==> src/rtl/vwna_div.sv <==
// ----------------------------------------------------------------------------
// vwna_div
// Three-lane signed-by-unsigned restoring divider, one quotient bit per cycle.
// All lanes share the divisor; quotients truncate toward zero.
// ----------------------------------------------------------------------------
module vwna_div (
  input  logic             clk,
  input  logic             rst,
  input  logic             start,
  input  logic [2:0][31:0] num,   // signed numerators
  input  logic [15:0]      den,   // nonzero divisor
  output logic             done,
  output logic [2:0][15:0] quo    // signed quotients, low 16 bits
);

  logic [5:0]        step;
  logic              busy;
  logic [15:0]       dreg;
  logic [2:0][31:0]  mag;
  logic [2:0][15:0]  rem;
  logic [2:0]        neg;
  logic [2:0][16:0]  shv;
  logic [2:0]        qbit;
  logic [2:0][31:0]  qfin;

  // one restoring step per lane
  always_comb begin
    for (int k = 0; k < 3; k++) begin
      shv[k]  = {rem[k], mag[k][31]};
      qbit[k] = (shv[k] >= {1'b0, dreg});
      qfin[k] = neg[k] ? (32'd0 - mag[k]) : mag[k];
      quo[k]  = qfin[k][15:0];
    end
  end

  // iteration control and datapath
  always_ff @(posedge clk) begin
    if (rst) begin
      busy <= 1'b0;
      done <= 1'b0;
      step <= '0;
    end else begin
      done <= 1'b0;
      if (start) begin
        busy <= 1'b1;
        step <= '0;
        dreg <= den;
        for (int k = 0; k < 3; k++) begin
          neg[k] <= num[k][31];
          mag[k] <= num[k][31] ? (32'd0 - num[k]) : num[k];
          rem[k] <= '0;
        end
      end else if (busy) begin
        for (int k = 0; k < 3; k++) begin
          if (qbit[k]) begin
            rem[k] <= 16'(shv[k] - {1'b0, dreg});
          end else begin
            rem[k] <= shv[k][15:0];
          end
          mag[k] <= {mag[k][30:0], qbit[k]};
        end
        step <= step + 6'd1;
        if (step == 6'd31) begin
          busy <= 1'b0;
          done <= 1'b1;
        end
      end
    end
  end

endmodule

==> config.mk <==
export PLATFORM = sky130hd
export DESIGN_NAME = vwna_div
export DESIGN_NICKNAME = d
export VERILOG_FILES = /design/src/rtl/vwna_div.sv
export SDC_FILE = /design/constraint.sdc
export NUM_CORES = 1
export LEC_CHECK = 0
export BUFFER_PORTS_ARGS = -buffer_cell sky130_fd_sc_hd__buf_2
export CAP_MARGIN = 20
export CORE_MARGIN = 10
export CORE_UTILIZATION = 64
export CTS_CLUSTER_SIZE = 20
export DETAILED_ROUTE_END_ITERATION = 12
export PLACE_DENSITY = 0.87
export SYNTH_ARGS = -nofsm -noshare
export SYNTH_HDL_FRONTEND = slang
export SYNTH_SLANG_ARGS = --single-unit
==> constraint.sdc <==
create_clock -name clk -period 28 [get_ports clk]
set_clock_uncertainty 0.15 [all_clocks]
set_input_delay 7 -clock clk [delete_from_list [all_inputs] [get_ports clk]]
set_output_delay 7 -clock clk [all_outputs]
set_load 0.1 [all_outputs]
Word level (Yosys, flattened, before mapping)
Index checks and enable logic that the tools add are counted.

Flip-flop bits (word level): 171. Bits of input ports: 115. Output and inout bits: 49. Word-level logic and storage cells: 48.

Bitwise logic cells: 2. Add/subtract/negate cells: 10. Reduce and logical (&&, ||, !) cells: 5. Magnitude comparators: 3. Multiplexer cells: 16. Equal/unequal tests: 1.

Operators by type and width (count): 96-bit two-way mux (2); 16-bit two-way mux (6); 32-bit two-way mux (3); 1-bit by 32-bit subtractor with 32-bit output, first input constant (3); 17-bit by 16-bit >= comparator with 1-bit output (3); 48-bit two-way mux (1); 1-bit by 16-bit subtractor with 16-bit output, first input constant (3); 16-bit subtractor (3); 6-bit by 1-bit adder with 6-bit output, second input constant (1); 6-bit by 5-bit == test with 1-bit output, second input constant (1); 1-bit two-way mux (4); 2-bit AND reduction (2); 3-bit OR reduction (1); 1-bit NOT (2); 2-bit nonzero test (1); 2-bit OR reduction (1).

Longest topological paths before layout
Gate-level depths: netlist of run 1.

Depth in word-level cells: 4. Gate-level depth with buffers: 12.

Worst setup path before layout of run 1
No wires, ideal clock.

Path type: in2reg. Start point: in start. End point: reg mag[0] in the netlist's numbering, enable pin. Library setup time: 649 ps. Required time: 27201 ps. Path slack: 13878 ps. Path buffers: 1. Arrival: 13323 ps. Cell stages on the path: 3. Cells stage by stage: clkbuf_1 > nor2_1 > nor2_1.

Longest elaborated chain between the ends: 2.

RTL lines: start: declaration (RTL line 9) `input logic start,`; 2-bit nonzero test (no source line); 2-bit AND reduction (no source line); end signal: indexed assignment (RTL line 50) `mag[k] <= num[k][31] ? (32'd0 - num[k]) : num[k];`; end signal: indexed assignment (RTL line 60) `mag[k] <= {mag[k][30:0], qbit[k]};`; end: declaration (RTL line 19) `logic [2:0][31:0] mag;`.

Every way passes these cells. A chain may end at the register's enable or synchronous reset.

==> results.md, run 1 <==
* First-pass GRT wire length at 48500 um
* Post-synth ARST share at 0
* Crit Reg-Reg Startpoint: dreg[10]
* Final Net Count at between 1500 and 2000
* # DRC at 0
* Crit path launch type: flop
* CP arrival at ~3000 ps
* Mapped Cells at 1274
* Sequential cell area fraction in the yosys report at 0.418
* Hold buffers post-CTS at 0
* Finish-stage setup viols at 0
* Synth top cells by count: 163 x edfxtp_1, 161 x nor2_1, 134 x a21oi_1, 100 x xor2_1, 97 x nand2_1
* Worst R2R End: rem[44]
* Final HPWL DP at around 21000 um
* Die area at 24800 um^2
* Initial DRT Pass Iterations at 6
* Initial Util at 0.648
* # IOs at approximately 160
* Switching share of power at 0.357
* Synth Warn # at 0
* CTS root buffer: clkbuf_16
* Tcrit/Tclk final at 0.365
* Die width at 157 um
* RePlAce Congestion at 0.894
* Yosys reg bits at 171
* Syn-to-layout area delta at 13.0%
* TNS Setup at 0 ps
* Max_cap viols at 0
* Status: completed
* Reg2reg setup slack at 24420 ps
* Cts bufs inserted at 17
* Vias in the first global route at 9885
* Distinct cells, synth at 65
* Clock Pin Slew Worst Setup and Hold Paths at 70 ps
* Hold Crit Depth at 2
* Count leader, synth: edfxtp_1
* CP Capture Type: output port
* Synth Area per Inst at around 9.5 um^2
* H-tree depth at 4
* Fraction of layout cells with a size suffix above 1 at 0.163
* Internal power at 543 uW
* Final hold violations at 0
* Final core utilization at 0.733
* Clock Power Share at 0.301
* Syn Nets at 1447
* GRT Overall Usage at 0.241
* Antenna Nets Post-Route at 0
* Overall routed net length at 30400 um
* Num rows at 50
* DR vias at 10200
* Max-slew violations at 0
* Sequential fraction of design power at 0.383
* Synth top area cells: edfxtp_1 40%, xor2_1 7.2%, ha_1 5.7%, a21oi_1 5.5%, nor2_1 5.0%
* Die height at 157 um
* CTS tree: yes
* Setup Buffers After CTS at 0
* Vias per inst at 6.20
* Initial antenna violation count at 1
* Worst Hold End: step[5]
* Slew @ Worst Pin at 1100 ps
* Post-synth EDFFs at 163
* Relative slew margins at 0.267
* Wire per inst at 18.4 um
* CP max FO at 4
* R2R cell count at 8
* Mapped cell area at 12100 um^2
* Port Buf Inserts at 163
* Combinational share of power at 0.317
* Core Area at ~19000 um^2
* Largest net degree at the start of global routing at approximately 140
* CP required at 20850 ps
* Fmax at 97.8 MHz
* DP Cell Count at between 1500 and 2000
* Worst-skew pair later-pin latency at 440 ps
* Post_cts resized at 0
* 1st-iter DRT viols at 944
* Finished Layout Cells at about 1700
* Clock sinks at 171
* Post-synth top area cell: edfxtp_1
* P_leak at 5.39 nW
* Pwr dens at 61.8 nW/um^2
* WHS at 351 ps
* CP Class: flop to output port
* CTS max path bufs at 2
* Share of Yosys cell area claimed by the top area cell type at 0.405
* Final min period at 10220 ps
* Global route total overflow at 0
* Switching power at 302 uW
* Final Total Pwr at 845 uW
* Origin of the worst min-delay path: step[5]
* Top_reg_cell synth: edfxtp_1
* Peak VDD IR at 48.9 uV
* Hold WC Path Type: flop to flop
* RSZ-0062 raised after global routing: no
cells by family after synthesis:
family,after synthesis,synth area share
and+or+nand+nor,405,0.161
AOI/OAI and AO/OA,342,0.181
DFF,171,0.418
xor gates and xnor gates,165,0.120
buffers and inverters,102,0.0334
adders and majority gates,58,0.0619
muxes,31,0.0258
critical path, stage by stage, from the launching register on:
cell and delay [ps]:
edfxtp_1 440, nor3_1 300, nand2_1 110, or3_1 360, or4_1 500, o41ai_1 340, xnor2_1 160, buf_2 440
per-layer routing:
| metal | wire, um | up-vias | track usage | part of all wire |
|---|---|---|---|---|
| li1 | - | 4927 | - | - |
| met1 | 12100 | 4826 | 0.294 | 0.40 |
| met2 | 15500 | 407 | 0.406 | 0.51 |
| met3 | 1930 | 69 | 0.0480 | 0.064 |
| met4 | 886 | 0 | 0.108 | 0.029 |
| met5 | 0 | - | 0 | 0 |
registers in the layout, summed over array words and instances (netlist names):
name,count
busy,1
done,1
mag,96
rem,48
step,6
dreg,16
neg,3
worst max path at each step:
stage	from	endpoint	slack, ps	depth (start not counted)
2_1_floorplan	start	mag[0]	13880	3
6_report	mag[34]	quo[29]	17780	7
5_1_grt	mag[34]	quo[29]	17600	7
3_3_place_gp	num[0]	mag[26]	18320	9
3_5_place_dp	num[0]	mag[26]	18170	9
4_1_cts	mag[34]	quo[29]	17780	7
cell usage in the layout (no fill, tap or decap), types with 30 or more instances in the layout:
cell type	netlist	final
inv_1	43	43
xor2_1	100	100
nor2_1	161	159
a21oi_1	134	134
o21ai_0	64	64
xnor2_1	65	65
o31ai_1	37	36
ha_1	55	55
edfxtp_1	163	163
buf_2	2	162
nand2_1	97	97
mux2i_1	30	30
metrics by stage:
stage / setup WS [ps] / area (um^2)
2_1_floorplan: 13880 / 12100
5_1_grt: 17600 / 13700
4_1_cts: 17780 / 13700
3_3_place_gp: 18320 / 13000
6_report: 17780 / 13700
3_5_place_dp: 18170 / 13000
cell type report:
type                    instances  area, um^2
multi-input cells            1001        6670
flip-flops and latches        171        5050
fillers                      1292        4980
repair buffers                168         860
clock buffers                  18         429
well taps                     234         293
clock inverters                14         194
inverters                      43         161
diodes                          1        2.50
power groups by stage:
| stage | Clock [mW] | Sequential (mW) | Combinational (mW) |
|---|---|---|---|
| finish | 0.254 | 0.323 | 0.267 |
| global route | 0.266 | 0.326 | 0.288 |
| CTS | 0.254 | 0.323 | 0.266 |
| detailed placement | 0 | 0.328 | 0.263 |
| global placement | 0 | 0.327 | 0.256 |
| floorplan | 0 | 0.325 | 0.209 |
No activity file was read; power rests on OpenSTA's default activity.
==> run 2, diff against run 1 <==
--- a/config.mk
+++ b/config.mk
@@ -5,13 +5,14 @@
 export SDC_FILE = /design/constraint.sdc
 export NUM_CORES = 1
 export LEC_CHECK = 0
+export ABC_AREA = 1
 export BUFFER_PORTS_ARGS = -buffer_cell sky130_fd_sc_hd__buf_2
 export CAP_MARGIN = 20
 export CORE_MARGIN = 10
-export CORE_UTILIZATION = 64
+export CORE_UTILIZATION = 55
 export CTS_CLUSTER_SIZE = 20
 export DETAILED_ROUTE_END_ITERATION = 12
-export PLACE_DENSITY = 0.87
+export PLACE_DENSITY = 0.79
 export SYNTH_ARGS = -nofsm -noshare
 export SYNTH_HDL_FRONTEND = slang
 export SYNTH_SLANG_ARGS = --single-unit
==> constraint.sdc (replaced) <==
create_clock -name clk -period 8.2 [get_ports clk]
set_clock_uncertainty 0.15 [all_clocks]
set_input_delay 2.05 -clock clk [delete_from_list [all_inputs] [get_ports clk]]
set_output_delay 2.05 -clock clk [all_outputs]
set_load 0.1 [all_outputs]
==> results.md, run 2 <==
* Crit-path slowest cell: buf_2
* Sequential Area at 5050 um^2
* Fmax at 209 MHz
* Clock Pin Slew Worst Setup and Hold Paths at 80 ps
* Die area at 32600 um^2
* Clock Power Share at 0.257
* Synth top area cells: edfxtp_1 35%, nand2_1 16%, inv_1 7.4%, nor2_1 6.7%, nand3_1 6.1%
* Die height at 181 um
* Synth Area per Inst at 6.94 um^2
* Sequential cell area fraction in the yosys report at 0.356
* Most flops, register: mag
* Layout fillers at 2334
* Mapped cell area at 14200 um^2
* Final min period at 4780 ps
* DP Cell Count at between 2000 and 2500
* P_leak at 7.84 nW
* DR vias at 13700
* Vias per inst at 5.41
* Overall routed net length at approximately 40000 um
* Synth top cells by count: 622 x nand2_1, 278 x inv_1, 253 x nor2_1, 173 x nand3_1, 163 x edfxtp_1
* Wire per inst at 15.9 um
* Mapped Cells at 2043
* Post-synth EDFFs at 163
* RePlAce Congestion at between 0.9 and 1
* Switching power at 1.35 mW
* Status: completed
* CP Class: flop to output port
* Finished Layout Cells at 2523
* Final hold violations at 0
* Sequential fraction of design power at 0.355
* Switching share of power at 0.422
* Max_cap viols at 0
* Initial DRT Pass Iterations at 5
* Most common cell on crit path: inv_1
* Cts bufs inserted at 17
* Combinational share of power at 0.388
* Largest register FFs at 96
* Peak VDD IR at 135 uV
* Initial Util at 0.562
* Yosys reg bits at about 170
* Post-synth ARST share at 0
* Max-slew violations at 0
* Die width at 181 um
* # IOs at 164
* Syn-to-layout area delta at 11.3%
* 1st-iter DRT viols at 1211
* RSZ-0062 raised after global routing: no
* Antenna Nets Post-Route at 0
* Fraction of layout cells with a size suffix above 1 at 0.128
* Worst-skew pair later-pin latency at 440 ps
* Top_reg_cell synth: edfxtp_1
* Share of Yosys cell area claimed by the top area cell type at 0.345
* Crit path launch type: flop
* Synth Warn # at 0
* Final core utilization at 0.625
* Setup Buffers After CTS at 0
* TNS Setup at 0 ps
* Distinct cells, synth at 40
* Final Net Count at approximately 2400
* Vias in the first global route at 13100
* First-pass GRT wire length at roughly 65000 um
* Clock sinks at 171
* Area occupied by multi-input gates at 7740 um^2
* Internal power at 1.85 mW
* # DRC at 0
* GRT Overall Usage at 0.238
* Worst path max stage delay at 470 ps
* CP Capture Type: output port
* CP arrival at between 2000 and 3000 ps
* ANT cells at 0
* Commonest non-fill, non-tap cell in the layout: nand2_1
* CP delay by family, top: buffers and inverters
* CTS max path bufs at 2
* Finish-stage setup viols at 0
* CP max FO at 3
* Port Buf Inserts at around 160
* CTS tree: yes
* Pwr dens at 202 nW/um^2
* Slew @ Worst Pin at 1020 ps
* Hold buffers post-CTS at 0
* Relative slew margins at 0.315
* Core Area at 25300 um^2
* CTS root buffer: clkbuf_16
* Place WS at about 3400 ps
* Most frequent cells in the layout: 622 x nand2_1, 278 x inv_1, 252 x nor2_1, 173 x nand3_1
* Syn Nets at 2216
* Global route total overflow at 0
* Largest registers: mag (96), rem (48), dreg (16)
* Tcrit/Tclk final at 0.583
* Post-synth top area cell: edfxtp_1
* Initial antenna violation count at 0
* Setup ws final at 3420 ps
* Largest net degree at the start of global routing at 68
* Bufs and invs on worst path at 3
* Count leader, synth: nand2_1
* CP required at roughly 6000 ps
* Final HPWL DP at between 30000 and 40000 um
* Post_cts resized at 0
* H-tree depth at 4
* Crit-path cells: inv_1 > ha_1 > inv_1 > nor2_1 > nand4_1 > o21ai_0 > xor2_1 > buf_2
* Num rows at 58
* Hold WC Path Type: flop to flop
==> run 2: worst reg2reg max path, cell delays in order, from the launching register on <==
cell	delay [ps]
edfxtp_1	550
inv_1	220
ha_1	380
nand3b_1	110
nor2_1	60
nand3_2	80
nand2_2	60
nor2_2	540
nand2_2	340
nand2_1	160
o21ai_0	100
==> run 2: worst paths after layout <==
check	startpoint	endpoint	slack [ps]	depth (start not counted)
hold reg to reg	busy	step[1]	360	1
hold / removal	busy	step[1]	360	1
setup reg to reg	dreg[1]	mag[64]	5200	10
setup / recovery	mag[32]	quo[30]	3420	8
==> run 2: final cells by class <==
class / count / share of cell area
Tap cell: 330 / 0.0262
Clock inverter: 15 / 0.0101
Clock buffer: 17 / 0.0270
Multi-Input combinational cell: 1521 / 0.490
Sequential cell: 171 / 0.320
Timing Repair Buffer: 170 / 0.0550
Inverter: 299 / 0.0713
==> run 2: power by group through the flow <==
stage	logic (mW)	clock network (mW)	registers [mW]
3_5_place_dp	1.23	0	1.15
6_report	1.24	0.822	1.13
2_1_floorplan	0.977	0	1.14
3_3_place_gp	1.21	0	1.15
4_1_cts	1.23	0.825	1.13
5_1_grt	1.36	0.865	1.14
==> run 2: cell families (layout without fill, tap and decap cells) <==
group,after synthesis,after routing,share of synthesized area
AO/OA/AOI/OAI,164,164,0.0620
buffers and inverters,351,501,0.0991
flip-flops,171,171,0.356
XOR/XNOR,98,98,0.0605
AND/OR/NAND/NOR,1201,1201,0.369
adder cells (fa/ha/maj),58,58,0.0528
==> run 2: layer usage <==
| metal | GRT usage | vias up | wire length [um] |
|---|---|---|---|
| li1 | - | 6838 | - |
| met4 | 0.0774 | 0 | 1000 |
| met5 | 0 | - | 0 |
| met3 | 0.0365 | 69 | 2330 |
| met2 | 0.416 | 463 | 19800 |
| met1 | 0.294 | 6286 | 17000 |
==> run 2: through the flow <==
step	hold slack (ps)	instance area, um^2	total power, mW
after floorplan	317	14200	2.11
after global placement	339	15200	2.36
after detailed placement	354	15200	2.38
after CTS	370	15800	3.19
after global routing	388	15800	3.37
final	361	15800	3.20
==> run 3, diff against run 2 <==
==> config.mk (replaced) <==
export PLATFORM = sky130hd
export DESIGN_NAME = vwna_div
export DESIGN_NICKNAME = d
export VERILOG_FILES = /design/src/rtl/vwna_div.sv
export SDC_FILE = /design/constraint.sdc
export NUM_CORES = 1
export LEC_CHECK = 0
export ABC_AREA = 0
export BUFFER_PORTS_ARGS = -buffer_cell sky130_fd_sc_hd__buf_2
export CAP_MARGIN = 20
export CORE_MARGIN = 10
export CORE_UTILIZATION = 59
export CTS_CLUSTER_SIZE = 20
export DETAILED_ROUTE_END_ITERATION = 12
export PLACE_DENSITY = 0.81
export SYNTH_ARGS = -nofsm -noshare
export SYNTH_HDL_FRONTEND = slang
export SYNTH_SLANG_ARGS = --single-unit
==> constraint.sdc (replaced) <==
create_clock -name clk -period 4.6 [get_ports clk]
set_clock_uncertainty 0.15 [all_clocks]
set_input_delay 1.15 -clock clk [delete_from_list [all_inputs] [get_ports clk]]
set_output_delay 1.15 -clock clk [all_outputs]
set_load 0.1 [all_outputs]
==> results.md, run 3 (same netlist as run 1, synthesis figures left out) <==
* Status: completed
* Most frequent cells in the layout: 163 x edfxtp_1, 162 x buf_2, 159 x nor2_1, 134 x a21oi_1, 100 x xor2_1
* Clock Power Share at 0.286
* Layout fillers at 1622
* Sequential fraction of design power at 0.391
* Internal power at 3.14 mW
* Fin area at about 14000 um^2
* Initial DRT Pass Iterations at 5
* DP Cell Count at 1658
* Peak VDD IR at between 300 and 400 uV
* CTS root buffer: clkbuf_16
* CP Class: flop to output port
* Finished Layout Cells at 1691
* Port Buf Inserts at 163
* CP required at 3300 ps
* Met2 Track Usage GR at 0.355
* 1st-iter DRT viols at approximately 800
* Final hold violations at 0
* Gr busiest metal: met2
* # DRC at 0
* Vias in the first global route at around 9900
* Commonest non-fill, non-tap cell in the layout: edfxtp_1
* Cts bufs inserted at 17
* Combinational share of power at 0.323
* Antenna Nets Post-Route at 0
* Clock Pin Slew Worst Setup and Hold Paths at approximately 70 ps
* Die height at 163 um
* CP max FO at 4
* Initial Util at 0.599
* Max_cap viols at 0
* Tcrit/Tclk final at 0.953
* Global route total overflow at 0
* Syn-to-layout area delta at 13.8%
* Initial antenna violation count at 2
* Relative slew margins at 0.333
* Overall routed net length at roughly 29000 um
* DP Area at 13200 um^2
* RSZ-0062 raised after global routing: no
* Core Area at between 20000 and 25000 um^2
* TNS Setup at 0 ps
* P_leak at about 5.4 nW
* CTS max path bufs at 2
* Post_cts resized at 0
* Finish-stage setup viols at 0
* CP Capture Type: output port
* Fmax at 228 MHz
* Wire per inst at about 17 um
* Vias per inst at 5.95
* Largest register FFs at 96
* Die width at approximately 160 um
* Die area at 26600 um^2
* Pwr dens at between 300 and 400 nW/um^2
* RePlAce Congestion at 0.911
* GRT Overall Usage at 0.217
* Num rows at 52
* Largest net degree at the start of global routing at 110
* First-pass GRT wire length at approximately 48000 um
* Setup ws final at 218 ps
* Grt met1 use at 0.279
* Crit-path cells: nor3_1 > nand2_1 > or3_1 > or4_1 > o41ai_1 > xnor2_1 > buf_2
* Hold WC Path Type: flop to flop
* Worst-skew pair later-pin latency at 430 ps
* CTS tree: yes
* Max-slew violations at 0
* Most flops, register: mag
* Final Total Pwr at 5.03 mW
* Switching share of power at 0.376
* Crit-path slowest cell: or4_1
* CP delay by family, top: simple AND/OR/NAND/NOR gates
* Reg2reg setup slack at 1000 ps
* # IOs at 164
* H-tree depth at 4
* DR vias at 10100
* Crit path launch type: flop
* Final HPWL DP at approximately 21000 um
* Setup Buffers After CTS at 0
* Bufs and invs on worst path at 1
* Final min period at approximately 4400 ps
* Fraction of layout cells with a size suffix above 1 at 0.166
* Final Net Count at 1580
* Global Route met3 Usage at 0.0471
* Largest registers: mag (96), rem (48), dreg (16)
* Slew @ Worst Pin at 1000 ps
* Clock sinks at 171
* Place WS at 658 ps
* Hold buffers post-CTS at 0
* Worst path max stage delay at 500 ps
* CP arrival at 3080 ps
* Switching power at 1.89 mW
-- run 3: changes by cell type in the layout (fill, tap and decap cells not counted), moves of 32 or more --
cell / before / now
nor2_1: 252 / 159
nand2_1: 622 / 97
inv_1: 278 / 43
a21oi_1: 42 / 134
xnor2_1: 19 / 65
nand3_1: 173 / 17
nand4_1: 37 / 5
-- run 3: tightest hold or removal path, stage by stage, from the launching register on --
cell	delay, ps
dfxtp_1	320
o21ai_0	70
a21oi_1	60
-- run 3: layout make-up --
| class | count | area (um^2) | share of cell area |
|---|---|---|---|
| timing repair buffer | 173 | 935 | 0.0680 |
| clock inverter | 15 | 170 | 0.0124 |
| multi-input combinational | 1001 | 6670 | 0.485 |
| tap | 270 | 338 | 0.0246 |
| clock buffer | 17 | 425 | 0.0309 |
| antenna | 1 | 2.50 | 0.000182 |
| sequential | 171 | 5050 | 0.368 |
| inverter | 43 | 161 | 0.0117 |
-- run 3: path summary, 6_finish.rpt --
| kind | startpoint | to | depth (start not counted) |
|---|---|---|---|
| worst max-delay path | mag[34] | quo[29] | 7 |
| worst min register to register | step[5] | step[5] | 2 |
| worst min-delay path | step[5] | step[5] | 2 |
| worst max register to register | dreg[1] | rem[5] | 10 |
-- run 3: per-layer routing --
layer	vias up	wire length [um]
met3	58	1400
li1	4934	-
met2	249	14100
met5	-	13
met4	2	776
met1	4813	12800
-- run 3: per-stage QoR --
| step | utilization | hold WS, ps |
|---|---|---|
| after global placement | 0.652 | 321 |
| after CTS | 0.682 | 353 |
| after global routing | 0.682 | 411 |
| final | 0.682 | 348 |
| after floorplan | - | 309 |
| after detailed placement | 0.652 | 342 |
-- run 3: power groups by stage --
| stage | sequential (mW) | combinational, mW | clock, mW |
|---|---|---|---|
| final | 1.97 | 1.62 | 1.44 |
| after global routing | 1.98 | 1.77 | 1.53 |
| after CTS | 1.96 | 1.62 | 1.46 |
| after detailed placement | 2.00 | 1.61 | 0 |
| after global placement | 1.99 | 1.57 | 0 |
| after floorplan | 1.97 | 1.28 | 0 |
